$ cat config.mk
export PLATFORM = sky130hd
export DESIGN_NAME = grid_ray_marcher_unit
export DESIGN_NICKNAME = d
export VERILOG_FILES = /design/src/grm_pkg.sv /design/src/grm_tile_conv.sv /design/src/grid_ray_marcher_unit.sv
export SDC_FILE = /design/constraint.sdc
export NUM_CORES = 2
export LEC_CHECK = 0
export ABC_AREA = 1
export BUFFER_PORTS_ARGS = -buffer_cell sky130_fd_sc_hd__buf_2
export CAP_MARGIN = 20
export CORE_AREA = 3 3 516 518
export CTS_CLUSTER_SIZE = 40
export DETAILED_ROUTE_END_ITERATION = 6
export DIE_AREA = 0 0 519 521
export SYNTH_ARGS = -nofsm -noshare
export SYNTH_HDL_FRONTEND = slang
export SYNTH_SLANG_ARGS = --single-unit
$ cat constraint.sdc
create_clock -name clk_i -period 46.6 [get_ports clk_i]
set_input_delay 11.65 -clock clk_i [delete_from_list [all_inputs] [get_ports clk_i]]
set_output_delay 11.65 -clock clk_i [all_outputs]
set_load 0.02 [all_outputs]
$ cat src/grm_pkg.sv
// Shared constants, widths and types for the grid ray marcher.
// No dependencies; imported by every module of the block.
`timescale 1ns / 1ps

package grm_pkg;

  // Map geometry and store
  localparam int GRID_WIDTH  = 32;
  localparam int GRID_HEIGHT = 32;
  localparam int MAP_CELLS   = 1024;
  localparam int MAP_AW      = 10;

  // Field widths
  localparam int STEP_W  = 10;
  localparam int LIMIT_W = 15;
  localparam int POS_W   = 15;
  localparam int DIR_W   = 16;
  localparam int DIST_W  = 16;
  localparam int WALL_W  = 5;

  // Sample point: Q.24, signed, wide enough for origin plus any dir * dist
  localparam int FRAC_SHIFT = 24;
  localparam int SAMPLE_W   = 33;
  localparam int TILE_W     = SAMPLE_W - FRAC_SHIFT;

  // Face offset (tile edge minus origin) in Q.10, and the shared multiplier
  localparam int EX_W   = TILE_W + 12;
  localparam int MUL_W  = EX_W;
  localparam int PROD_W = 2 * MUL_W;

  // Linear tile address, wide enough to tell addresses beyond the store
  localparam int GRID_AW = $clog2(GRID_WIDTH * GRID_HEIGHT);
  localparam int ADDR_W  = (GRID_AW > MAP_AW) ? GRID_AW : MAP_AW + 1;

  // Register reset values
  localparam logic [STEP_W-1:0]  STEP_RESET  = 10'd102;
  localparam logic [LIMIT_W-1:0] LIMIT_RESET = 15'd20480;

  // Opcodes
  localparam logic OP_LOAD = 1'b0;
  localparam logic OP_CAST = 1'b1;

  // Register indexes (paddr[2])
  localparam logic REG_STEP  = 1'b0;
  localparam logic REG_LIMIT = 1'b1;

  typedef struct packed {
    logic              outside;
    logic [TILE_W-1:0] tile;
  } tile_info_t;

endpackage

$ cat src/grm_tile_conv.sv
// Truncates one Q.24 sample coordinate toward zero to a tile number and
// flags it when it lies off the map. Depends on grm_pkg.
`timescale 1ns / 1ps

module grm_tile_conv import grm_pkg::*; (
  input  logic signed [SAMPLE_W-1:0] sample_i,
  input  logic        [TILE_W-1:0]   extent_i,
  output tile_info_t                 info_o
);

  logic                neg;
  logic [SAMPLE_W-1:0] mag;
  logic [TILE_W-1:0]   whole;

  // Take the magnitude, drop the fraction
  assign neg   = sample_i[SAMPLE_W-1];
  assign mag   = neg ? SAMPLE_W'(-sample_i) : SAMPLE_W'(sample_i);
  assign whole = mag[SAMPLE_W-1:FRAC_SHIFT];

  // A negative sample above -1 still lands on tile 0
  always_comb begin
    info_o.outside = neg ? (whole != '0) : (whole >= extent_i);
    info_o.tile    = neg ? '0 : whole;
  end

endmodule

$ cat src/grid_ray_marcher_unit.sv
// Grid ray marcher top level: APB registers, wall map, march sequencer
// and the shared multiplier. Depends on grm_pkg and grm_tile_conv.
//
//   channel   signals                          direction  beat
//   in        in_valid_i / in_ready_o + fields  to block   load or cast
//   out       out_valid_o / out_ready_i+fields  from block one per cast
//   cfg       psel penable pwrite paddr pwdata  to block   register write
//
// After reset the wall map is cleared one cell a cycle with in_ready_o
// low (register writes are taken). A load writes the map when accepted.
// A cast runs each march step through STEP, MULX, MULZ, CHECK and LOOK
// (two passes through the shared multiplier, tile check, map read) between
// accept in IDLE and hand-off in DONE; a map edge ends the last step in
// CHECK, a miss takes one more STEP, a wall hit SIDEX, SIDEZ, SIDEC for the
// face side. The result sits in an output register; the next beat is taken
// while it waits, and a cast stalls in DONE only if the previous result is untaken.
`timescale 1ns / 1ps

module grid_ray_marcher_unit import grm_pkg::*; (
  input  logic                      clk_i,
  input  logic                      rst_ni,
  // configuration
  input  logic                      psel,
  input  logic                      penable,
  input  logic                      pwrite,
  input  logic [2:0]                paddr,
  input  logic [31:0]               pwdata,
  output logic [31:0]               prdata,
  output logic                      pready,
  // input items
  input  logic                      in_valid_i,
  output logic                      in_ready_o,
  input  logic                      opcode_i,
  input  logic [MAP_AW-1:0]         map_index_i,
  input  logic                      map_solid_i,
  input  logic [POS_W-1:0]          origin_x_i,
  input  logic [POS_W-1:0]          origin_z_i,
  input  logic signed [DIR_W-1:0]   dir_x_i,
  input  logic signed [DIR_W-1:0]   dir_z_i,
  // results
  output logic                      out_valid_o,
  input  logic                      out_ready_i,
  output logic                      hit_o,
  output logic [DIST_W-1:0]         distance_o,
  output logic [WALL_W-1:0]         wall_x_o,
  output logic [WALL_W-1:0]         wall_z_o,
  output logic                      side_o
);

  // Sequencer states
  localparam logic [3:0] S_CLEAR = 4'd0;
  localparam logic [3:0] S_IDLE  = 4'd1;
  localparam logic [3:0] S_STEP  = 4'd2;
  localparam logic [3:0] S_MULX  = 4'd3;
  localparam logic [3:0] S_MULZ  = 4'd4;
  localparam logic [3:0] S_CHECK = 4'd5;
  localparam logic [3:0] S_LOOK  = 4'd6;
  localparam logic [3:0] S_SIDEX = 4'd7;
  localparam logic [3:0] S_SIDEZ = 4'd8;
  localparam logic [3:0] S_SIDEC = 4'd9;
  localparam logic [3:0] S_DONE  = 4'd10;

  logic [3:0]               state_q, state_d;
  logic [MAP_AW-1:0]        clr_cnt_q, clr_cnt_d;
  logic [STEP_W-1:0]        step_len_q;
  logic [LIMIT_W-1:0]       dist_limit_q;

  // Per-cast operands and march state
  logic [POS_W-1:0]         ox_q, ox_d, oz_q, oz_d;
  logic signed [DIR_W-1:0]  dx_q, dx_d, dz_q, dz_d;
  logic [DIR_W:0]           abs_dx_q, abs_dx_d, abs_dz_q, abs_dz_d;
  logic [STEP_W-1:0]        step_q, step_d;
  logic [DIST_W-1:0]        dist_q, dist_d;
  logic signed [SAMPLE_W-1:0] px_q, px_d;
  logic [TILE_W-1:0]        tile_x_q, tile_x_d, tile_z_q, tile_z_d;
  logic                     addr_ok_q, addr_ok_d;
  logic [EX_W-2:0]          abs_ex_q, abs_ex_d, abs_ez_q, abs_ez_d;
  logic [PROD_W-2:0]        lhs_q, lhs_d;

  // Pending result
  logic                     res_hit_q, res_hit_d;
  logic [DIST_W-1:0]        res_dist_q, res_dist_d;
  logic [WALL_W-1:0]        res_wx_q, res_wx_d, res_wz_q, res_wz_d;
  logic                     res_side_q, res_side_d;

  // Output register
  logic                     out_valid_q, out_valid_d;
  logic                     out_hit_q;
  logic [DIST_W-1:0]        out_dist_q;
  logic [WALL_W-1:0]        out_wx_q, out_wz_q;
  logic                     out_side_q;
  logic                     out_load;

  // Shared multiplier
  logic signed [MUL_W-1:0]  mul_a, mul_b;
  logic signed [PROD_W-1:0] prod_q;

  // Wall map
  logic                     mem_q [MAP_CELLS];
  logic                     rd_q;
  logic                     mem_we, mem_wdata, mem_re;
  logic [MAP_AW-1:0]        mem_waddr, mem_raddr;

  // Tile check datapath
  logic signed [SAMPLE_W-1:0] pz;
  tile_info_t               info_x, info_z;
  logic [ADDR_W-1:0]        addr_full;
  logic                     in_store;
  logic                     dx_pos, dz_pos;
  logic signed [EX_W-1:0]   ex, ez;
  logic                     cfg_wr, in_beat;

  assign pready  = 1'b1;
  assign cfg_wr  = psel & penable & pwrite;
  assign in_ready_o = (state_q == S_IDLE);
  assign in_beat = in_valid_i & in_ready_o;

  // Register file
  always_ff @(posedge clk_i or negedge rst_ni) begin
    if (!rst_ni) begin
      step_len_q   <= STEP_RESET;
      dist_limit_q <= LIMIT_RESET;
    end else if (cfg_wr) begin
      unique case (paddr[2])
        REG_STEP:  step_len_q   <= pwdata[STEP_W-1:0];
        REG_LIMIT: dist_limit_q <= pwdata[LIMIT_W-1:0];
        default: ;
      endcase
    end
  end

  always_comb begin
    unique case (paddr[2])
      REG_STEP:  prdata = 32'(step_len_q);
      REG_LIMIT: prdata = 32'(dist_limit_q);
      default:   prdata = '0;
    endcase
  end

  // Sample z from the product now in the multiplier register
  assign pz = $signed({{(SAMPLE_W-POS_W-14){1'b0}}, oz_q, 14'b0}) + prod_q[SAMPLE_W-1:0];

  grm_tile_conv u_conv_x (
    .sample_i (px_q),
    .extent_i (TILE_W'(GRID_WIDTH)),
    .info_o   (info_x)
  );

  grm_tile_conv u_conv_z (
    .sample_i (pz),
    .extent_i (TILE_W'(GRID_HEIGHT)),
    .info_o   (info_z)
  );

  assign addr_full = ADDR_W'(info_z.tile) * ADDR_W'(GRID_WIDTH) + ADDR_W'(info_x.tile);
  assign in_store  = addr_full < ADDR_W'(MAP_CELLS);
  assign mem_raddr = addr_full[MAP_AW-1:0];

  // Face offsets: edge of the hit tile on the far side along the ray, less origin
  assign dx_pos = !dx_q[DIR_W-1] && (dx_q != '0);
  assign dz_pos = !dz_q[DIR_W-1] && (dz_q != '0);
  assign ex = $signed({1'b0, {1'b0, tile_x_q} + (TILE_W+1)'(dx_pos), 10'b0})
            - $signed({{(EX_W-POS_W){1'b0}}, ox_q});
  assign ez = $signed({1'b0, {1'b0, tile_z_q} + (TILE_W+1)'(dz_pos), 10'b0})
            - $signed({{(EX_W-POS_W){1'b0}}, oz_q});

  assign out_load = (state_q == S_DONE) && (!out_valid_q || out_ready_i);

  // Sequencer and datapath next values
  always_comb begin
    state_d    = state_q;
    clr_cnt_d  = clr_cnt_q;
    ox_d       = ox_q;
    oz_d       = oz_q;
    dx_d       = dx_q;
    dz_d       = dz_q;
    abs_dx_d   = abs_dx_q;
    abs_dz_d   = abs_dz_q;
    step_d     = step_q;
    dist_d     = dist_q;
    px_d       = px_q;
    tile_x_d   = tile_x_q;
    tile_z_d   = tile_z_q;
    addr_ok_d  = addr_ok_q;
    abs_ex_d   = abs_ex_q;
    abs_ez_d   = abs_ez_q;
    lhs_d      = lhs_q;
    res_hit_d  = res_hit_q;
    res_dist_d = res_dist_q;
    res_wx_d   = res_wx_q;
    res_wz_d   = res_wz_q;
    res_side_d = res_side_q;
    mul_a      = '0;
    mul_b      = '0;
    mem_we     = 1'b0;
    mem_waddr  = map_index_i;
    mem_wdata  = map_solid_i;
    mem_re     = 1'b0;

    unique case (state_q)
      S_CLEAR: begin
        // sweep the map clear after reset
        mem_we    = 1'b1;
        mem_waddr = clr_cnt_q;
        mem_wdata = 1'b0;
        clr_cnt_d = clr_cnt_q + 1'b1;
        if (clr_cnt_q == MAP_AW'(MAP_CELLS - 1)) begin
          state_d = S_IDLE;
        end
      end
      S_IDLE: begin
        if (in_beat) begin
          if (opcode_i == OP_LOAD) begin
            mem_we = 1'b1;
          end else begin
            ox_d     = origin_x_i;
            oz_d     = origin_z_i;
            dx_d     = dir_x_i;
            dz_d     = dir_z_i;
            abs_dx_d = dir_x_i[DIR_W-1] ? (DIR_W+1)'(-{dir_x_i[DIR_W-1], dir_x_i})
                                        : (DIR_W+1)'(dir_x_i);
            abs_dz_d = dir_z_i[DIR_W-1] ? (DIR_W+1)'(-{dir_z_i[DIR_W-1], dir_z_i})
                                        : (DIR_W+1)'(dir_z_i);
            step_d   = (step_len_q == '0) ? STEP_W'(1) : step_len_q;
            dist_d   = '0;
            state_d  = S_STEP;
          end
        end
      end
      S_STEP: begin
        // stop at the limit with a miss, else advance the distance
        if (dist_q >= DIST_W'(dist_limit_q)) begin
          res_hit_d  = 1'b0;
          res_dist_d = '0;
          res_wx_d   = '0;
          res_wz_d   = '0;
          res_side_d = 1'b0;
          state_d    = S_DONE;
        end else begin
          dist_d  = dist_q + DIST_W'(step_q);
          state_d = S_MULX;
        end
      end
      S_MULX: begin
        mul_a   = MUL_W'(dx_q);
        mul_b   = $signed(MUL_W'(dist_q));
        state_d = S_MULZ;
      end
      S_MULZ: begin
        px_d    = $signed({{(SAMPLE_W-POS_W-14){1'b0}}, ox_q, 14'b0}) + prod_q[SAMPLE_W-1:0];
        mul_a   = MUL_W'(dz_q);
        mul_b   = $signed(MUL_W'(dist_q));
        state_d = S_CHECK;
      end
      S_CHECK: begin
        // off the map ends the march; else read the tile
        if (info_x.outside || info_z.outside) begin
          res_hit_d  = 1'b1;
          res_dist_d = dist_q;
          res_wx_d   = '0;
          res_wz_d   = '0;
          res_side_d = 1'b0;
          state_d    = S_DONE;
        end else begin
          mem_re    = 1'b1;
          tile_x_d  = info_x.tile;
          tile_z_d  = info_z.tile;
          addr_ok_d = in_store;
          state_d   = S_LOOK;
        end
      end
      S_LOOK: begin
        abs_ex_d = ex[EX_W-1] ? (EX_W-1)'(-ex) : (EX_W-1)'(ex);
        abs_ez_d = ez[EX_W-1] ? (EX_W-1)'(-ez) : (EX_W-1)'(ez);
        state_d  = (rd_q && addr_ok_q) ? S_SIDEX : S_STEP;
      end
      S_SIDEX: begin
        mul_a   = $signed(MUL_W'(abs_ex_q));
        mul_b   = $signed(MUL_W'(abs_dz_q));
        state_d = S_SIDEZ;
      end
      S_SIDEZ: begin
        lhs_d   = prod_q[PROD_W-2:0];
        mul_a   = $signed(MUL_W'(abs_ez_q));
        mul_b   = $signed(MUL_W'(abs_dx_q));
        state_d = S_SIDEC;
      end
      S_SIDEC: begin
        // vertical face nearer along the ray gives side 0
        res_hit_d  = 1'b1;
        res_dist_d = dist_q;
        res_wx_d   = tile_x_q[WALL_W-1:0];
        res_wz_d   = tile_z_q[WALL_W-1:0];
        res_side_d = (lhs_q < prod_q[PROD_W-2:0]) ? 1'b0 : 1'b1;
        state_d    = S_DONE;
      end
      S_DONE: begin
        if (out_load) begin
          state_d = S_IDLE;
        end
      end
      default: state_d = S_IDLE;
    endcase
  end

  // Hold a result until the beat is taken
  always_comb begin
    out_valid_d = out_valid_q;
    if (out_valid_q && out_ready_i) begin
      out_valid_d = 1'b0;
    end
    if (out_load) begin
      out_valid_d = 1'b1;
    end
  end

  // Control registers
  always_ff @(posedge clk_i or negedge rst_ni) begin
    if (!rst_ni) begin
      state_q     <= S_CLEAR;
      clr_cnt_q   <= '0;
      out_valid_q <= 1'b0;
    end else begin
      state_q     <= state_d;
      clr_cnt_q   <= clr_cnt_d;
      out_valid_q <= out_valid_d;
    end
  end

  // Payload registers
  always_ff @(posedge clk_i) begin
    ox_q       <= ox_d;
    oz_q       <= oz_d;
    dx_q       <= dx_d;
    dz_q       <= dz_d;
    abs_dx_q   <= abs_dx_d;
    abs_dz_q   <= abs_dz_d;
    step_q     <= step_d;
    dist_q     <= dist_d;
    px_q       <= px_d;
    tile_x_q   <= tile_x_d;
    tile_z_q   <= tile_z_d;
    addr_ok_q  <= addr_ok_d;
    abs_ex_q   <= abs_ex_d;
    abs_ez_q   <= abs_ez_d;
    lhs_q      <= lhs_d;
    res_hit_q  <= res_hit_d;
    res_dist_q <= res_dist_d;
    res_wx_q   <= res_wx_d;
    res_wz_q   <= res_wz_d;
    res_side_q <= res_side_d;
    prod_q     <= mul_a * mul_b;
    if (out_load) begin
      out_hit_q  <= res_hit_q;
      out_dist_q <= res_dist_q;
      out_wx_q   <= res_wx_q;
      out_wz_q   <= res_wz_q;
      out_side_q <= res_side_q;
    end
  end

  // Wall map: one write port, one registered read port
  always_ff @(posedge clk_i) begin
    if (mem_we) begin
      mem_q[mem_waddr] <= mem_wdata;
    end
    if (mem_re) begin
      rd_q <= mem_q[mem_raddr];
    end
  end

  assign out_valid_o = out_valid_q;
  assign hit_o       = out_hit_q;
  assign distance_o  = out_dist_q;
  assign wall_x_o    = out_wx_q;
  assign wall_z_o    = out_wz_q;
  assign side_o      = out_side_q;

endmodule
---- Word-level counts from Yosys, hierarchy flattened ----
Memories as Yosys holds them, arrays and structs flattened. A register that Yosys moved wholly into a read port is not among the register bits.
Index checks and enable logic that the tools add are counted.
word-level totals
  RAM bits ................................ 1024
  word-level logic and storage cells ...... 155
  flip-flop bits (word level) ............. 388
  memories kept ........................... 1
memory list
  memory  words  width  rd ports  clocked after memory_dff  wr ports  line                         text
  mem_q   1024   1      1         1                         1         grid_ray_marcher_unit.sv:99  logic mem_q [MAP_CELLS];
cells by class
  bitwise gates (word level) .............. 5
  multipliers ............................. 1
  reductions and logical operators ........ 27
  add/subtract/negate cells ............... 15
  muxes and demuxes ....................... 49
  equal/unequal tests ..................... 18
  $lt $le $gt $ge ......................... 5
operators with widths
  kind                  number
  $pmux W21 S4          1
  $mux W16              5
  $add A29 B33 Y33      2
  $mux W33              2
  $neg A33 Y33          2
  $pmux W32 S2          1
  $pmux W17 S3          1
  $pmux W16 S3          1
  $pmux W4 S11          1
  $sub A20 B15 Y21      2
  $lt A41 B41 Y1        1
  $mux W20              2
  $neg A20 Y20          2
  $mul A21 B18 Y39      1
  $neg A17 Y17          2
  $pmux W16 S2          1
  $reduce_bool A16 Y1   2
  $mux W15              2
  $pmux W5 S3           2
  $mux W4               6
  $add A9 B1 Y10        2
  $ge A9 B6 Y1 const B  2
  $reduce_bool A9 Y1    2
  $add A16 B10 Y16      1
  32 further kinds      74

---- Depth between registers and ports, before layout ----
  word-level depth ........................ 8
  depth in mapped cells ................... 36

---- By module ----
From an unflattened synthesis, not the netlist that was laid out.
second synthesis, totals
  cells, all modules ...................... 8558
  area total of the unflattened synthesis .. 80352.1 sq um
modules (own cells, without submodules)
  module                 area each (sq um)  cells each  sequential area each (sq um)  times used
  grid_ray_marcher_unit  78405.2            8138        41787.6                       1
  grm_tile_conv          973.4              210         0.0                           2

---- Worst setup path before layout ----
Ideal clock, no wire load.
  path kind ............................... input port to flip-flop
  start ................................... input port map_solid_i
  end ..................................... memory mem_q[0], data pin
  data required time ...................... 41.651 ns
  setup time .............................. 4.949 ns
  stages .................................. 2
  setup slack ............................. 6.708 ns
  data arrival time ....................... 34.943 ns
  path through ............................ inv_1 > nor2_1
between the ends
  cells in the longest elaborated chain, start to end .. 1
RTL lines
  what                line                          text
  start: declaration  grid_ray_marcher_unit.sv:35   input logic map_solid_i,
  $mux W1             grid_ray_marcher_unit.sv:200  unique case (state_q)
  net mem_wdata       grid_ray_marcher_unit.sv:101  logic mem_we, mem_wdata, mem_re;
  end: declaration    grid_ray_marcher_unit.sv:99
The timed path passes the listed nets, and every way through them passes these cells.

---- Final worst setup path ----
  start ................................... input port paddr[2]
  end ..................................... output port prdata[9]
between the ends
  cells in the longest elaborated chain, start to end .. 2
RTL lines
  what                  line                          text
  start: declaration    grid_ray_marcher_unit.sv:26   input logic [2:0] paddr,
  $not A1 Y1 (no line)  -
  $pmux W32 S2 (*)      grid_ray_marcher_unit.sv:133  unique case (paddr[2])
  end: declaration      grid_ray_marcher_unit.sv:28   output logic [31:0] prdata,
Every way passes the cells marked *; elsewhere a longest branch is shown, timed or not. The select of a mux whose other input is x is not followed.

==> impl_metrics.yaml <==
grt:
  grt_pass1_vias: 57474
  grt_max_degree: 311
  grt_usage_pct: 17.18
  grt_pass1_wl_um: 357200
  grt_overflow_total: 0
  grt_antenna_before_repair: 17
layout:
  layout.cells.non_filler: 11450
  mostFrequentLayoutCell: "nor2_1"
  syn_to_final_growth_pct: 12.51
  n_fill_cell: 26488
  final_layout_size_suffix_gt1_share_pct: 7.691
  num-nets-final: 8494
  final_area_um2: 88190
  final_cell_mix: "nor2_1 (1987), edfxtp_1 (1332), inv_1 (847), nand2_1 (651), o21ai_0 (611)"
drt:
  vias: 58413
  drt_pass1_iterations: 6
  wl_per_cell_um: 20.81
  wl_um: 238200
  drt_iter0_markers: 6899
  via_per_inst: 5.102
  remaining_drc_errors: 0
  ant_nets: 0
sta:
  post-route-period-util_pct: 51.81
  rsz0062_at_grt: "false"
  fmax_mhz: 41.42
  slew_violations: 0
  fin_crit_ps: 24150
  worst_pin_slew_ps: 1328
  relSlewSlack_pct: 11.47
  setup_violations: 0
  fin_skew_ps: 68.51
  hold_viol: 0
  finalSetupTns_ps: 0
clocking:
  clock-root-buffer: "clkbuf_16"
  cts_setup_buffers: 0
  holdBufCountCts: 0
  cts_resized: 0
  htree_levels: 4
  cts_sinks: 1411
  clk_pin_slew_ps: 60
  clkLatencyLatePin_ps: 810
  clockBufferDepth: 3
  cts_inserted_buffers: 152
  cts_tree: "done"
worst_hold_path:
  hold_class: "register to register"
yosys:
  synth_flop_cell: "edfxtp_1"
  syn_inst: 7856
  yosys_warnings: 0
  synthArstFlopShare_pct: 2.835
  synth_edf_count: 1332
  synth_cell_types: 60
  yosysSeqAreaShare_pct: 53.31
  yosys_register_bits: 1411
  synth_area_um2: 78390
  avgSynthCellArea_um2: 9.978
placed_design:
  place_hpwl_um: 149000
  placed_area_um2: 82610
  place_inst: 11146
  gpl.final_weighted_congestion: 0.9366
  portBuffers: 141
worst_setup_path:
  crit_type: "primary input to output pin"
  cp_data_arrival_time_ps: 12500
  crit_path_start_kind: "primary input"
  crit_fanout: 23
  endpoint_kind: "output pin"
  cp.required_ps: 34950
floorplan:
  core_area_um2: 262000
  dieArea_um2: 270400
  dieHeight_um: 521
  row_count: 188
  die_w_um: 519
  initial_utilization_pct: 29.91
  io_pins: 179
run:
  maxCapViolCount: 0
outcome:
  outcome: "complete, no violations"
power_and_ir_drop:
  cellLeakagePower_nw: 32.09
  vdd_drop_max_v: 0.00004092
  powerDensity_nw_per_um2: 46.74
==> worst paths after layout <==
kind | end | slack, ps | cells past startpoint | startpoint
worst min register to register | lhs_q[34] | 390 | 0 | prod_q[34]
worst max register to register | prod_q[32] | 37140 | 29 | state_q[1]
max in group asynchronous | clr_cnt_q[9] | 35160 | 2 | rst_ni
min in group asynchronous | out_valid_o | 10960 | 2 | rst_ni
worst min-delay path | lhs_q[34] | 390 | 0 | prod_q[34]
worst max-delay path | prdata[9] | 22450 | 4 | paddr[2]
==> report_power, final <==
| group | internal, mW | switching (mW) | leakage (nW) |
|---|---|---|---|
| clock | 0.694 | 0.529 | 2.46 |
| combinational | 0.342 | 0.941 | 16.7 |
| sequential | 1.56 | 0.0539 | 12.9 |
==> through the flow <==
| step | setup slack (ps) | total power, mW | utilization, % | hold WS, ps |
|---|---|---|---|---|
| floorplan | 6708 | 2.531 | - | 400.3 |
| global placement | 22500 | 2.865 | 31.51 | 402.3 |
| detailed placement | 22450 | 2.882 | 31.53 | 406.1 |
| CTS | 22450 | 4.115 | 33.47 | 393.8 |
| global route | 22360 | 4.324 | 33.65 | 400.8 |
| finish | 22450 | 4.122 | 33.66 | 388.9 |
==> worst max-delay path: stages <==
cell,delay (ps)
buf_2,290
inv_1,150
o21ai_0,200
buf_2,200
==> state kept, by name, summed over array words and instances (netlist names), 9 cells and up <==
signal and count:
px_q 33, ox_q 15, lhs_q 39, dist_limit_q 15, step_q 10, dx_q 16, mem_q 1024, abs_dx_q 16
abs_ez_q 20, tile_z_q 9, clr_cnt_q 10, dz_q 16, distance_o 16, tile_x_q 9, abs_dz_q 16, step_len_q 10
abs_ex_q 20, res_dist_q 16, dist_q 16, oz_q 15, prod_q 39
==> synth_stat cells, types with 3 or more instances <==
cell / number / area [um2]
o211ai_1: 12 / 90.09
xor2_1: 119 / 1042
nand3_1: 324 / 1622
o21ai_0: 611 / 3058
dfstp_2: 6 / 157.7
a22o_1: 41 / 359.1
o21ai_1: 20 / 100.1
o221ai_1: 232 / 2032
nor3_1: 54 / 270.3
a21o_1: 4 / 30.03
a21oi_1: 135 / 675.7
nor2_4: 4 / 45.04
clkinv_1: 14 / 52.55
nor2_1: 1996 / 7492
a211oi_1: 7 / 52.55
nand2_1: 674 / 2530
nor2_2: 13 / 81.33
o22ai_1: 29 / 181.4
fa_1: 360 / 7207
a41oi_1: 3 / 26.28
and3_1: 3 / 18.77
inv_1: 850 / 3191
o21a_1: 12 / 90.09
or2_2: 13 / 81.33
a31oi_1: 5 / 31.28
ha_1: 213 / 2665
buf_4: 23 / 172.7
edfxtp_1: 1332 / 40000
nand3b_1: 11 / 82.58
nor3b_1: 3 / 22.52
o21ai_2: 6 / 52.55
buf_1: 32 / 120.1
o2111ai_1: 4 / 35.03
buf_2: 118 / 590.6
a221oi_1: 9 / 78.83
clkbuf_1: 327 / 1227
xnor2_1: 49 / 429.2
nor4_1: 26 / 162.7
inv_2: 15 / 56.30
dfxtp_1: 39 / 780.8
o21bai_1: 5 / 37.54
a21boi_1: 4 / 30.03
nand4_1: 43 / 269.0
dfrtp_1: 34 / 850.8
==> cell type report <==
| cell class | count | area (um2) | area share (%) |
|---|---|---|---|
| Multi-Input combinational cell | 5087 | 31460 | 35.68 |
| Tap cell | 3515 | 4398 | 4.987 |
| Clock inverter | 84 | 982.2 | 1.114 |
| Timing Repair Buffer | 273 | 2117 | 2.400 |
| Sequential cell | 1411 | 41790 | 47.38 |
| Antenna cell | 4 | 10.01 | 0.01135 |
| Inverter | 880 | 3327 | 3.772 |
| Clock buffer | 196 | 4109 | 4.659 |
==> routing by layer <==
| metal | vias to the layer above | share of wire (%) | GRT usage [%] |
|---|---|---|---|
| met5 | - | 0.0055 | 0 |
| met4 | 2 | 3.9 | 6.589 |
| met3 | 452 | 9.4 | 3.372 |
| met2 | 2720 | 45 | 27.31 |
| met1 | 29066 | 41 | 23.15 |
| li1 | 26173 | - | - |
==> kinds of logic (layout without fill, tap and decap cells) <==
group	count (synthesis)	count (layout)	synth area share [%]
multiplexers	1	1	0.01277
adder cells (fa/ha/maj)	573	573	12.59
XOR/XNOR	168	168	1.877
AO/OA/AOI/OAI	1147	1147	8.982
AND/OR/NAND/NOR	3173	3173	16.29
other	2	29	0.009581
buffers and inverters	1381	1433	6.924
flip-flops	1411	1411	53.31
Note: power is estimated with default switching activity, not from simulation.
